## src/rtl/esc_throttle_supervisor_assert.svh

```systemverilog
// ----------------------------------------------------------------------------
// Assertion macros for the throttle supervisor
// Clocked on clk_i and disabled while rst_ni is low.
// ----------------------------------------------------------------------------
`ifndef ESC_THROTTLE_SUPERVISOR_ASSERT_SVH
`define ESC_THROTTLE_SUPERVISOR_ASSERT_SVH

// The consequent must hold in the same cycle as the antecedent.
`define ESC_ASSERT_SAME(lbl, pre, post, msg) \
  lbl: assert property (@(posedge clk_i) disable iff (!rst_ni) (pre) |-> (post)) \
    else $error(msg);

// The consequent must hold in the cycle after the antecedent.
`define ESC_ASSERT_NEXT(lbl, pre, post, msg) \
  lbl: assert property (@(posedge clk_i) disable iff (!rst_ni) (pre) |=> (post)) \
    else $error(msg);

`endif

```

## src/rtl/esc_thr_pkg.sv

```systemverilog
// ----------------------------------------------------------------------------
// esc_thr_pkg
// Shared widths, constants, types and the throttle mapping function.
// ----------------------------------------------------------------------------
`default_nettype none

package esc_thr_pkg;

  localparam int PULSE_W = 16;
  localparam int DUTY_W  = 8;
  localparam int CFG_W   = 8;
  localparam int CFG_IDX_W = 1;

  localparam int DEFAULT_WINDOW_DEPTH = 8;

  localparam logic [CFG_W-1:0] START_LEVEL_RST    = 8'd30;
  localparam logic [CFG_W-1:0] TIMEOUT_RELOAD_RST = 8'd125;

  localparam logic [PULSE_W-1:0] AVG_LOW    = 16'd1100;
  localparam logic [PULSE_W-1:0] AVG_HIGH   = 16'd1900;
  localparam logic [PULSE_W-1:0] AVG_OFFSET = 16'd1000;
  localparam logic [DUTY_W-1:0]  TARGET_MIN = 8'd25;
  localparam logic [DUTY_W-1:0]  TARGET_MAX = 8'd230;
  localparam logic [DUTY_W:0]    STOP_MARGIN = 9'd5;

  typedef enum logic [CFG_IDX_W-1:0] {
    CFG_START_LEVEL    = 1'b0,
    CFG_TIMEOUT_RELOAD = 1'b1
  } cfg_idx_e;

  typedef struct packed {
    logic [CFG_W-1:0] start_level;
    logic [CFG_W-1:0] timeout_reload;
  } cfg_t;

  typedef struct packed {
    logic [DUTY_W-1:0] duty;
    logic              running;
    logic              start_request;
    logic              stop_event;
    logic [DUTY_W-1:0] target_duty;
  } tick_res_t;

  // Maps an averaged pulse width onto a target duty.
  function automatic logic [DUTY_W-1:0] map_target(input logic [PULSE_W-1:0] avg);
    logic [PULSE_W-1:0] diff;
    diff = avg - AVG_OFFSET;
    if (avg < AVG_LOW) begin
      map_target = TARGET_MIN;
    end else if (avg > AVG_HIGH) begin
      map_target = TARGET_MAX;
    end else begin
      map_target = diff[DUTY_W+1:2];
    end
  endfunction

endpackage

`default_nettype wire

```

## src/rtl/esc_thr_window.sv

```systemverilog
// ----------------------------------------------------------------------------
// esc_thr_window
// Moving-average window: a shift line of pulse widths and a running sum.
// ----------------------------------------------------------------------------
`default_nettype none

module esc_thr_window
  import esc_thr_pkg::*;
#(
  parameter int WINDOW_DEPTH = DEFAULT_WINDOW_DEPTH
) (
  input  wire logic               clk_i,
  input  wire logic               rst_ni,
  input  wire logic               shift_i,
  input  wire logic [PULSE_W-1:0] pulse_i,
  output logic      [PULSE_W-1:0] avg_o
);

  localparam int DEPTH_LOG = $clog2(WINDOW_DEPTH);
  localparam int SUM_W     = PULSE_W + DEPTH_LOG;
  localparam int SHIFT     = SUM_W + DEPTH_LOG;
  localparam int RECIP_W   = SUM_W + 2;
  localparam int PROD_W    = SUM_W + RECIP_W;
  // Rounded-up reciprocal; exact floor division for every sum below 2**SUM_W.
  localparam logic [RECIP_W-1:0] RECIP =
    RECIP_W'(((64'd1 << SHIFT) + 64'(WINDOW_DEPTH) - 64'd1) / 64'(WINDOW_DEPTH));

  logic [PULSE_W-1:0] taps_q [WINDOW_DEPTH];
  logic [SUM_W-1:0]   sum_q, sum_d;
  logic [PROD_W-1:0]  prod;

  // The oldest sample leaves the sum as the new one enters it.
  assign sum_d = sum_q - SUM_W'(taps_q[WINDOW_DEPTH-1]) + SUM_W'(pulse_i);
  assign prod  = PROD_W'(sum_d) * PROD_W'(RECIP);
  assign avg_o = prod[SHIFT +: PULSE_W];

  always_ff @(posedge clk_i or negedge rst_ni) begin
    if (!rst_ni) begin
      sum_q <= '0;
      for (int i = 0; i < WINDOW_DEPTH; i++) begin
        taps_q[i] <= '0;
      end
    end else if (shift_i) begin
      sum_q     <= sum_d;
      taps_q[0] <= pulse_i;
      for (int i = 1; i < WINDOW_DEPTH; i++) begin
        taps_q[i] <= taps_q[i-1];
      end
    end
  end

endmodule

`default_nettype wire

```

## src/rtl/esc_thr_control.sv

```systemverilog
// ----------------------------------------------------------------------------
// esc_thr_control
// Motor state: timeout countdown, start request, duty ramp and target.
// ----------------------------------------------------------------------------
`default_nettype none

module esc_thr_control
  import esc_thr_pkg::*;
(
  input  wire logic               clk_i,
  input  wire logic               rst_ni,
  input  wire logic               step_i,
  input  wire logic               comm_i,
  input  wire logic [PULSE_W-1:0] avg_i,
  input  wire cfg_t               cfg_i,
  output tick_res_t               res_o
);

  logic              run_q, run_d;
  logic [DUTY_W-1:0] duty_q, duty_d;
  logic [CFG_W-1:0]  timeout_q, timeout_d;
  logic [DUTY_W-1:0] target_q, target_d;
  logic              start_req, stopped;

  always_comb begin
    run_d     = run_q;
    duty_d    = duty_q;
    timeout_d = timeout_q;
    start_req = 1'b0;
    stopped   = 1'b0;

    // Commutation reloads the timeout only while running.
    if (comm_i && run_q) begin
      timeout_d = cfg_i.timeout_reload;
    end

    if (timeout_d != '0) begin
      timeout_d = timeout_d - CFG_W'(1);
      if (timeout_d == '0) begin
        stopped = run_d;
        run_d   = 1'b0;
        duty_d  = '0;
      end
    end

    // The start sequence loads the start level into the duty ahead of the ramp step.
    if (!run_d && (target_q >= cfg_i.start_level)) begin
      start_req = 1'b1;
      duty_d    = cfg_i.start_level;
      run_d     = 1'b1;
      timeout_d = cfg_i.timeout_reload;
    end

    if (run_d) begin
      if (duty_d < target_q) begin
        duty_d = duty_d + DUTY_W'(1);
      end else if (duty_d > target_q) begin
        duty_d = duty_d - DUTY_W'(1);
      end
      // Widened by one bit, so a start level of five or less never trips this.
      if (({1'b0, duty_d} + STOP_MARGIN) < {1'b0, cfg_i.start_level}) begin
        run_d     = 1'b0;
        duty_d    = '0;
        timeout_d = '0;
        stopped   = 1'b1;
      end
    end

    target_d = map_target(avg_i);
  end

  always_ff @(posedge clk_i or negedge rst_ni) begin
    if (!rst_ni) begin
      run_q     <= 1'b0;
      duty_q    <= '0;
      timeout_q <= '0;
      target_q  <= '0;
    end else if (step_i) begin
      run_q     <= run_d;
      duty_q    <= duty_d;
      timeout_q <= timeout_d;
      target_q  <= target_d;
    end
  end

  assign res_o.duty          = duty_d;
  assign res_o.running       = run_d;
  assign res_o.start_request = start_req;
  assign res_o.stop_event    = stopped;
  assign res_o.target_duty   = target_d;

endmodule

`default_nettype wire

```

## src/rtl/esc_throttle_supervisor.sv

```systemverilog
// ----------------------------------------------------------------------------
// esc_throttle_supervisor
// Tick supervisor of a brushless motor controller: timeout, start, duty ramp
// and pulse-width averaging, one tick per input beat.
// ----------------------------------------------------------------------------
// Channel   Direction  Handshake                  Payload
// in        sink       in_valid_i / in_stall_o    pulse_width_i, commutation_seen_i
// out       source     out_valid_o / out_stall_i  duty_o, running_o, start_request_o,
//                                                 stop_event_o, target_duty_o,
//                                                 average_pulse_o
// cfg       sink       cfg_we_i                   cfg_idx_i, cfg_wdata_i
//
// One beat is accepted per cycle while in_stall_o is low; each beat passes through the
// input register, then the result register, before its result is presented.
// The running sum, the reciprocal multiply and the motor rules form one combinational path
// from the input register to the result register.
// Reset clears the window, the motor state and restores the register defaults.
// A stalled result register holds the input register, and only then is in_stall_o raised.
// ----------------------------------------------------------------------------
`default_nettype none

module esc_throttle_supervisor
  import esc_thr_pkg::*;
#(
  parameter int WINDOW_DEPTH = DEFAULT_WINDOW_DEPTH
) (
  input  wire logic                 clk_i,
  input  wire logic                 rst_ni,
  input  wire logic                 in_valid_i,
  output logic                      in_stall_o,
  input  wire logic [PULSE_W-1:0]   pulse_width_i,
  input  wire logic                 commutation_seen_i,
  output logic                      out_valid_o,
  input  wire logic                 out_stall_i,
  output logic      [DUTY_W-1:0]    duty_o,
  output logic                      running_o,
  output logic                      start_request_o,
  output logic                      stop_event_o,
  output logic      [DUTY_W-1:0]    target_duty_o,
  output logic      [PULSE_W-1:0]   average_pulse_o,
  input  wire logic                 cfg_we_i,
  input  wire logic [CFG_IDX_W-1:0] cfg_idx_i,
  input  wire logic [CFG_W-1:0]     cfg_wdata_i
);

  cfg_t               cfg_q;
  logic               s1_valid_q;
  logic [PULSE_W-1:0] pulse_q;
  logic               comm_q;
  logic               in_accept, s1_adv;
  logic [PULSE_W-1:0] avg;
  tick_res_t          res;
  tick_res_t          res_q;
  logic [PULSE_W-1:0] avg_q;
  logic               out_valid_q;

  // Configuration registers.
  always_ff @(posedge clk_i or negedge rst_ni) begin
    if (!rst_ni) begin
      cfg_q.start_level    <= START_LEVEL_RST;
      cfg_q.timeout_reload <= TIMEOUT_RELOAD_RST;
    end else if (cfg_we_i) begin
      unique case (cfg_idx_e'(cfg_idx_i))
        CFG_START_LEVEL:    cfg_q.start_level    <= cfg_wdata_i;
        CFG_TIMEOUT_RELOAD: cfg_q.timeout_reload <= cfg_wdata_i;
        default: ;
      endcase
    end
  end

  // The tick is evaluated as the input register moves into the result register.
  assign s1_adv     = s1_valid_q && (!out_valid_q || !out_stall_i);
  assign in_stall_o = s1_valid_q && !s1_adv;
  assign in_accept  = in_valid_i && !in_stall_o;

  always_ff @(posedge clk_i or negedge rst_ni) begin
    if (!rst_ni) begin
      s1_valid_q  <= 1'b0;
      out_valid_q <= 1'b0;
    end else begin
      if (in_accept) begin
        s1_valid_q <= 1'b1;
      end else if (s1_adv) begin
        s1_valid_q <= 1'b0;
      end
      if (s1_adv) begin
        out_valid_q <= 1'b1;
      end else if (!out_stall_i) begin
        out_valid_q <= 1'b0;
      end
    end
  end

  always_ff @(posedge clk_i) begin
    if (in_accept) begin
      pulse_q <= pulse_width_i;
      comm_q  <= commutation_seen_i;
    end
    if (s1_adv) begin
      res_q <= res;
      avg_q <= avg;
    end
  end

  esc_thr_window #(
    .WINDOW_DEPTH (WINDOW_DEPTH)
  ) u_window (
    .clk_i   (clk_i),
    .rst_ni  (rst_ni),
    .shift_i (s1_adv),
    .pulse_i (pulse_q),
    .avg_o   (avg)
  );

  esc_thr_control u_control (
    .clk_i  (clk_i),
    .rst_ni (rst_ni),
    .step_i (s1_adv),
    .comm_i (comm_q),
    .avg_i  (avg),
    .cfg_i  (cfg_q),
    .res_o  (res)
  );

  assign out_valid_o     = out_valid_q;
  assign duty_o          = res_q.duty;
  assign running_o       = res_q.running;
  assign start_request_o = res_q.start_request;
  assign stop_event_o    = res_q.stop_event;
  assign target_duty_o   = res_q.target_duty;
  assign average_pulse_o = avg_q;

`include "esc_throttle_supervisor_assert.svh"

  `ESC_ASSERT_SAME(a_stall_needs_full_out, in_stall_o, out_valid_o && out_stall_i, "input stalled without a stalled result")
  `ESC_ASSERT_SAME(a_stopped_zero_duty, out_valid_o && !running_o, duty_o == '0, "stopped motor shows a non-zero duty")
  `ESC_ASSERT_SAME(a_start_runs, out_valid_o && start_request_o, running_o, "start request without the motor running")
  `ESC_ASSERT_SAME(a_stop_halts, out_valid_o && stop_event_o && !start_request_o, !running_o, "stop event left the motor running")
  `ESC_ASSERT_SAME(a_target_range, out_valid_o, (target_duty_o >= TARGET_MIN) && (target_duty_o <= TARGET_MAX), "target duty out of range")
  `ESC_ASSERT_NEXT(a_adv_gives_result, s1_adv, out_valid_o, "evaluated tick produced no result")

endmodule

`default_nettype wire

```

## config.mk

```make
export PLATFORM = sky130hd
export DESIGN_NAME = esc_throttle_supervisor
export DESIGN_NICKNAME = d
export VERILOG_FILES = /design/src/rtl/esc_thr_pkg.sv /design/src/rtl/esc_thr_window.sv /design/src/rtl/esc_thr_control.sv /design/src/rtl/esc_throttle_supervisor.sv
export VERILOG_INCLUDE_DIRS = /design/src /design/src/rtl
export SDC_FILE = /design/constraint.sdc
export NUM_CORES = 1
export LEC_CHECK = 0
export ABC_AREA = 1
export BUFFER_PORTS_ARGS = -buffer_cell sky130_fd_sc_hd__buf_2
export CAP_MARGIN = 10
export CORE_ASPECT_RATIO = 1.1
export CORE_MARGIN = 2
export CORE_UTILIZATION = 35
export CTS_CLUSTER_DIAMETER = 60
export DETAILED_ROUTE_END_ITERATION = 6
export GPL_TIMING_DRIVEN = 0
export PLACE_DENSITY = 0.55
export REMOVE_ABC_BUFFERS = 1
export SYNTH_ARGS = -nofsm -noshare
export SYNTH_HDL_FRONTEND = slang
export SYNTH_SLANG_ARGS = --single-unit
```

## constraint.sdc

```tcl
create_clock -name clk_i -period 7.2 [get_ports clk_i]
set_input_delay 0.36 -clock clk_i [delete_from_list [all_inputs] [get_ports clk_i]]
set_output_delay 0.36 -clock clk_i [all_outputs]
set_load 0.005 [all_outputs]
```

Word level (Yosys, flattened, before mapping)
Index checks and enable logic that the tools add are counted.

Add/sub/neg operators: 7. Order comparisons: 6. Eq/ne operators: 1. Muxes and demuxes: 29. Bitwise logic cells: 1. Reduce and logical (&&, ||, !) cells: 16.

Operators with widths (count): $mux 8 (15); $add 19x16->19 (1); $sub 19x16->19 (1); $gt 16x11->1 const B (1); $lt 16x11->1 const B (1); $sub 8x1->8 const B (2); $mux 1 (14); $sub 10x10->10 const B (1); $add 8x3->9 const B (1); $lt 9x8->1 (1); $add 8x1->8 const B (1); $ge 8x8->1 (1); $gt 8x8->1 (1); $logic_not 8->1 (1); $lt 8x8->1 (1); $reduce_bool 8->1 (1); $logic_and 1x1->1 (5); $logic_not 1->1 (5); $reduce_and 2->1 (2); $ne 2x1->1 const B (1); $reduce_bool 2->1 (1); $logic_or 1x1->1 (1); $not 1->1 (1).

Register bits: 242. Bits of input ports: 31. Output and inout bits: 37. Word-level logic and storage cells: 85.

Depth between registers and ports, before layout
Gate-level depths: netlist (run 1).

Depth in word-level cells: 17. Depth in mapped cells: 45. Depth with buffers taken out: 44.

Modules after synthesis
A second synthesis (run 1) with hierarchy kept.

Cells, all modules: 1510. Area, all modules: 12731.0 um^2.

Modules (own cells, without submodules): esc_thr_window (instances 1, cells each 881, area an instance 7196.9 um^2, sequential area each 3678.5 um^2); esc_thr_control (instances 1, cells each 495, area an instance 3206.8 um^2, sequential area each 625.6 um^2); esc_throttle_supervisor (instances 1, cells each 134, area an instance 2327.2 um^2, sequential area each 2024.4 um^2).

Worst setup path after synthesis (run 1)
Ideal clock, no wire load.

Path kind: reg2reg. Start: register comm_q. End: register res_q, in the netlist duty_o[0], data pin. Library setup time: 0.254 ns. Arrival time: 5.219 ns. Slack: 1.727 ns. Stages on the path, launching flop included: 42. Path buffers: 1. Clock period less this slack: 5.473 ns. Cell sequence: edfxtp_1 > nand2_2 > buf_6 > nand2_1 > nand2_2 > ha_1 > inv_1 > nand2_1 > nand2_1 > nor2_1 > nand2_2 > nor3_4 > nand3_4 > nand2_4 > nand2_2 > o21ai_0 > inv_1 > ha_1 > (+6 left out) > inv_1 > nand2_1 > and2_1 > ha_1 > or2_1 > nand2_2 > xnor2_1 > ha_1 > inv_1 > nor3_1 > a211oi_1 > nand2_1 > nand3_1 > nand2_1 > a21oi_2 > nand2_8 > nand3_2 > nand2_2.

RTL lines: start: declaration (line esc_throttle_supervisor.sv:49) `logic comm_q;`; start signal: assignment (line esc_throttle_supervisor.sv:97) `comm_q <= commutation_seen_i;`; end signal: assignment (line esc_throttle_supervisor.sv:100) `res_q <= res;`; end: declaration (line esc_throttle_supervisor.sv:53) `tick_res_t res_q;`.

==> flow_metrics.env, run 1 <==
export IMPL_clkTransAtPathRegs_ns=0.06
export IMPL_crit_path_end_kind="register"
export IMPL_cpMaxStageDelayCell="dfrtp_4"
export IMPL_worst_pin_slew_ns=1.03
export IMPL_start_util_pct=35.3
export IMPL_synth_top_family_by_area="simple AND/OR/NAND/NOR gates"
export IMPL_dieArea_um2=36700
export IMPL_synthCells=1413
export IMPL_io_pins=68
export IMPL_crit_start="u_control.run_q"
export IMPL_synth_area_mux_share_pct=0
export IMPL_postLayoutCellArea_um2=14400
export IMPL_clkLatencyLatePin_ns=0.57
export IMPL_fmax_mhz=152
export IMPL_maxSlewHeadroom_pct=31.4
export IMPL_grt_use_total_pct=14.6
export IMPL_maxSlewViolCount=0
export IMPL_crit_family="simple AND/OR/NAND/NOR gates"
export IMPL_setup_viol=0
export IMPL_clock_path_buffers=3
export IMPL_min_path_type="input pin to register"
export IMPL_reg2reg_depth=40
export IMPL_syn_to_final_growth_pct=17.0
export IMPL_place_area_um2=13100
export IMPL_drcViolationCount=0
export IMPL_clock_sinks=242
export IMPL_status="finished, final reports clean"
export IMPL_drv_cap=0
export IMPL_grt_max_degree=103
export IMPL_grt_overflow=0
export IMPL_final_cell_mix="517 x nand2_1, 180 x inv_1, 179 x dfrtp_1, 101 x o21ai_0, 66 x buf_2"
export IMPL_path_depth=40
export IMPL_yosysSeqAreaShare_pct=51.4
export IMPL_timing_final_crit_share_pct=91.4
export IMPL_worstPathArrival_ns=6.89
export IMPL_drt_iter0_drc=629
export IMPL_clockRootBuffer="clkbuf_16"
export IMPL_core_um2=34900
export IMPL_die_w_um=183
export IMPL_fill_cells=3427
export IMPL_first_pass_iters=5
export IMPL_yosys_register_bits=242
export IMPL_cts_tree="built"
export IMPL_grt_pass1_wl_mm=44.2
export IMPL_antenna_cells=0
export IMPL_row_count=72
export IMPL_numCtsBuffers=30
export IMPL_hpwl_mm=17.6
export IMPL_finClkSkew_ns=0.0163
export IMPL_synth_xor_area_share_pct=2.13
export IMPL_crit_path_max_incr_delay_ns=0.62
export IMPL_antenna_found_initial=0
export IMPL_gp_congestion=0.844
export IMPL_ant_nets=0
export IMPL_worstSetupPathType="register to register"
export IMPL_io_buffers=67
export IMPL_synthFlopType="dfrtp_1"
export IMPL_yosys_cell_types_count=49
export IMPL_period_needed_ns=6.58
export IMPL_reg2reg_slack_ns=0.62
export IMPL_fin_nets=1586
export IMPL_die_h_um=201
export IMPL_worstSetupStartpointType="register"
export IMPL_setup_tns_ns=0
export IMPL_layout_commonest_cell="nand2_1"
export IMPL_drt_total_wl_mm=25.9
export IMPL_synthSimpleGateAreaFrac_pct=23.2
export IMPL_synth_area_um2=12300
export IMPL_synthAdderAreaFrac_pct=7.59
export IMPL_yosysWarnings=0
export IMPL_rsz0062_at_grt="no"
export IMPL_vias_per_cell=4.61
export IMPL_drive_above_1_share_pct=13.7
export IMPL_synth_compound_area_share_pct=8.30
export IMPL_hold_violations=0
export IMPL_r2r_start="u_control.run_q"
export IMPL_async_reset_ff_share_pct=78.5
export IMPL_cts_htree_levels=1
export IMPL_cp_max_fo=21
export IMPL_crit_path_end="duty_o[7]"
export IMPL_min_delay_start="cfg_wdata_i[1]"
export IMPL_rr_endpoint="duty_o[7]"
export IMPL_cp_common_cell="nand2_1"
export IMPL_synth_edff_count=52
export IMPL_routedWlPerCell_um=13.2
export IMPL_cp_buffers_inverters=5
export IMPL_via_count=9025
export IMPL_required_ns=7.51
export IMPL_syn_area_per_cell_um2=8.71
export IMPL_grt_pass1_vias=8793
[how the worst min path moves through the flow]
stage / endpoint / slack [ns] / cells after the start
floorplan: cfg_q[13] / 0.06 / 0
global route: cfg_q[2] / 0.06 / 3
global placement: u_window.taps_q[27] / 0.45 / 2
detailed placement: u_window.taps_q[84] / 0.44 / 1
finish: cfg_q[9] / 0.05 / 3
CTS: cfg_q[5] / 0.02 / 3
[Yosys cell counts, drive strengths merged, types with 2 or more instances]
library cell	n	area share, %
buf	9	0.57
o211ai	9	0.67
o221ai	2	0.19
ha	49	5.0
nand3	57	3.0
inv	185	5.6
xnor2	8	0.63
o21ai	111	4.6
nor4	2	0.10
dfrtp	180	37
a211oi	6	0.37
nand2	551	18
nand4	6	0.31
dfstp	10	2.1
a21oi	46	1.9
fa	16	2.6
nor3	6	0.34
clkbuf	38	1.2
or2	3	0.15
nor2	35	1.3
edfxtp	52	13
a41oi	2	0.14
xor2	21	1.5
[worst register-to-register path: cells and delay by family (launching register included)]
kind	cells	cell delay (ns)
AND/OR/NAND/NOR	26	3.04
flip-flops	1	0.62
XOR/XNOR	1	0.14
buffers and inverters	5	0.57
adder cells (fa/ha/maj)	4	1.03
AO/OA/AOI/OAI	4	0.90
[cells by family (layout without fill, tap and decap cells)]
family,after synthesis,after routing
AND/OR/NAND/NOR,662,662
flip-flops,242,242
buffers and inverters,232,333
AO/OA/AOI/OAI,183,183
adder cells (fa/ha/maj),65,65
XOR/XNOR,29,29
[per-layer routing]
layer | up-vias | share of wire, % | global-route usage [%]
met5 | - | 0 | 0
met4 | 0 | 1.8 | 3.74
met3 | 39 | 4.0 | 2.27
met2 | 135 | 47 | 24.2
met1 | 4232 | 47 | 20.0
li1 | 4619 | - | -
[cell type report]
cell class / instances / area [um^2] / share of cell area [%]
Tap cell: 444 / 556 / 3.86
Inverter: 185 / 699 / 4.86
Timing Repair Buffer: 92 / 651 / 4.52
Clock inverter: 19 / 251 / 1.75
Sequential cell: 242 / 6330 / 44.0
Clock buffer: 37 / 817 / 5.68
Multi-Input combinational cell: 939 / 5080 / 35.3
[repair_timing]
action	CTS	global route
endpoints found under the hold margin	112	0
setup buffers	0	3
gates cloned	0	0
hold buffers	18	0
gates resized for setup	1	4
setup endpoints to repair	26	27
[registers in the layout (all words and copies together) (netlist names), 8 cells and up]
name / count
u_window.sum_q: 19
average_pulse_o: 16
u_window.taps_q: 128
target_duty_o: 8
duty_o: 8
u_control.timeout_q: 8
cfg_q: 16
u_control.target_q: 8
pulse_q: 16
u_control.duty_q: 8
[metrics by stage]
stage,utilization (%),hold slack (ns),std cells,worst slack (ns)
floorplan,-,0.0644,1366,-0.508
global placement,37.2,0.451,1877,-6.44
detailed placement,37.6,0.442,1881,-0.146
CTS,41.2,0.0208,1955,0.226
global route,41.3,0.0563,1958,0.0377
finish,41.3,0.0473,1958,0.622
Power of run 1 is not shown: default switching activity piles up to over one toggle a cycle in this logic, so the estimate is an artifact.
==> inputs of run 2 (changes only) <==
- GPL_TIMING_DRIVEN: 0 -> unset
- PLACE_DENSITY: 0.55 -> 0.53
==> flow_metrics.env, run 2 (synthesis results as in run 1) <==
export IMPL_cpMaxStageDelayCell="edfxtp_1"
export IMPL_dieArea_um2=36700
export IMPL_crit_path_end_kind="register"
export IMPL_clock_sinks=242
export IMPL_period_needed_ns=6.47
export IMPL_timing_final_crit_share_pct=89.9
export IMPL_cts_resized=0
export IMPL_syn_to_final_growth_pct=15.9
export IMPL_antenna_cells=0
export IMPL_cts_tree="built"
export IMPL_place_area_um2=13000
export IMPL_worst_pin_slew_ns=1.08
export IMPL_die_h_um=201
export IMPL_setup_viol=0
export IMPL_cp_common_cell="nand2_1"
export IMPL_clkLatencyLatePin_ns=0.56
export IMPL_top_regs="u_window.taps_q (128), u_window.sum_q (19)"
export IMPL_hpwl_mm=18.0
export IMPL_top_register="u_window.taps_q"
export IMPL_clockRootBuffer="clkbuf_16"
export IMPL_drcViolationCount=0
export IMPL_drt_iter0_drc=629
export IMPL_final_cell_mix="517 x nand2_1, 180 x inv_1, 180 x dfrtp_1, 102 x o21ai_0, 66 x buf_2"
export IMPL_worstPathArrival_ns=6.86
export IMPL_maxSlewHeadroom_pct=27.7
export IMPL_grt_overflow=0
export IMPL_status="finished, final reports clean"
export IMPL_fin_nets=1587
export IMPL_crit_family="simple AND/OR/NAND/NOR gates"
export IMPL_finClkSkew_ns=0.0219
export IMPL_maxSlewViolCount=0
export IMPL_gp_congestion=0.849
export IMPL_cp_buffers_inverters=7
export IMPL_worstSetupStartpointType="register"
export IMPL_io_pins=68
export IMPL_start_util_pct=35.3
export IMPL_cp_max_fo=13
export IMPL_drive_above_1_share_pct=13.4
export IMPL_fmax_mhz=154
export IMPL_clock_path_buffers=3
export IMPL_routedWlPerCell_um=13.8
export IMPL_rsz0062_at_grt="no"
export IMPL_min_path_type="input pin to register"
export IMPL_cts_htree_levels=1
export IMPL_required_ns=7.59
export IMPL_postLayoutCellArea_um2=14300
export IMPL_core_um2=34900
export IMPL_first_pass_iters=4
export IMPL_hold_violations=0
export IMPL_grt_pass1_wl_mm=44.9
export IMPL_vias_per_cell=4.64
export IMPL_drt_total_wl_mm=26.9
export IMPL_numCtsBuffers=30
export IMPL_antenna_found_initial=0
export IMPL_row_count=72
export IMPL_grt_max_degree=137
export IMPL_grt_pass1_vias=8840
export IMPL_die_w_um=183
export IMPL_largest_reg_flops=128
export IMPL_crit_path_max_incr_delay_ns=0.47
export IMPL_layout_commonest_cell="nand2_1"
export IMPL_grt_use_total_pct=15.0
export IMPL_clkTransAtPathRegs_ns=0.06
export IMPL_via_count=9090
export IMPL_ant_nets=0
export IMPL_io_buffers=67
export IMPL_drv_cap=0
export IMPL_worstSetupPathType="register to register"
-- run 2: final cells by class --
type                            instances  area, um^2
Clock buffer                           39         836
Clock inverter                         17         180
Fill cell                            3488       20600
Inverter                              185         699
Multi-Input combinational cell        939        5070
Sequential cell                       242        6330
Tap cell                              444         556
Timing Repair Buffer                   93         584
-- run 2: worst paths after layout --
check / from / end / slack [ns] / cells after the start
min reg2reg: u_window.taps_q[73] / u_window.taps_q[57] / 0.45 / 2
min: cfg_wdata_i[4] / cfg_q[12] / 0.08 / 3
max reg2reg: comm_q / u_control.timeout_q[5] / 0.73 / 41
max in group asynchronous: rst_ni / u_control.timeout_q[2] / 5.63 / 3
max: comm_q / u_control.timeout_q[5] / 0.73 / 41
min in group asynchronous: rst_ni / u_window.taps_q[93] / 0.32 / 2
-- run 2: what timing repair did --
item / in CTS / in global routing
endpoints found under the setup margin: 0 / 8
buffers inserted: 0 / 2
hold buffers: 18 / 0
endpoints found under the hold margin: 76 / 0
-- run 2: per-layer routing --
| layer | GRT usage (%) | up-vias | part of all wire [%] |
|---|---|---|---|
| li1 | - | 4615 | - |
| met1 | 20.6 | 4280 | 48 |
| met2 | 24.6 | 146 | 46 |
| met3 | 2.32 | 49 | 3.8 |
| met4 | 4.29 | 0 | 2.3 |
| met5 | 0 | - | 0 |
-- run 2: worst reg2reg max path, delay by kind of cell, from the launching register on --
family	cells	cell delay, ns
AND/OR/NAND/NOR	23	2.88
XOR/XNOR	1	0.20
adder cells (fa/ha/maj)	3	0.82
AO/OA/AOI/OAI	7	1.27
flip-flops	1	0.47
buffers and inverters	7	0.66
-- run 2: through the flow --
stage,setup TNS (ns),hold slack (ns),cells,utilization (%),setup slack (ns)
after floorplan,-49.75,0.0644,1366,-,-0.508
after global placement,0,0.381,1883,37.4,0.817
after detailed placement,0,0.379,1883,37.4,0.662
after CTS,0,0.0577,1957,40.8,0.621
after global routing,0,0.0749,1959,40.9,0.154
final,0,0.0761,1959,40.9,0.727
Power of run 2 is left out for the same reason.
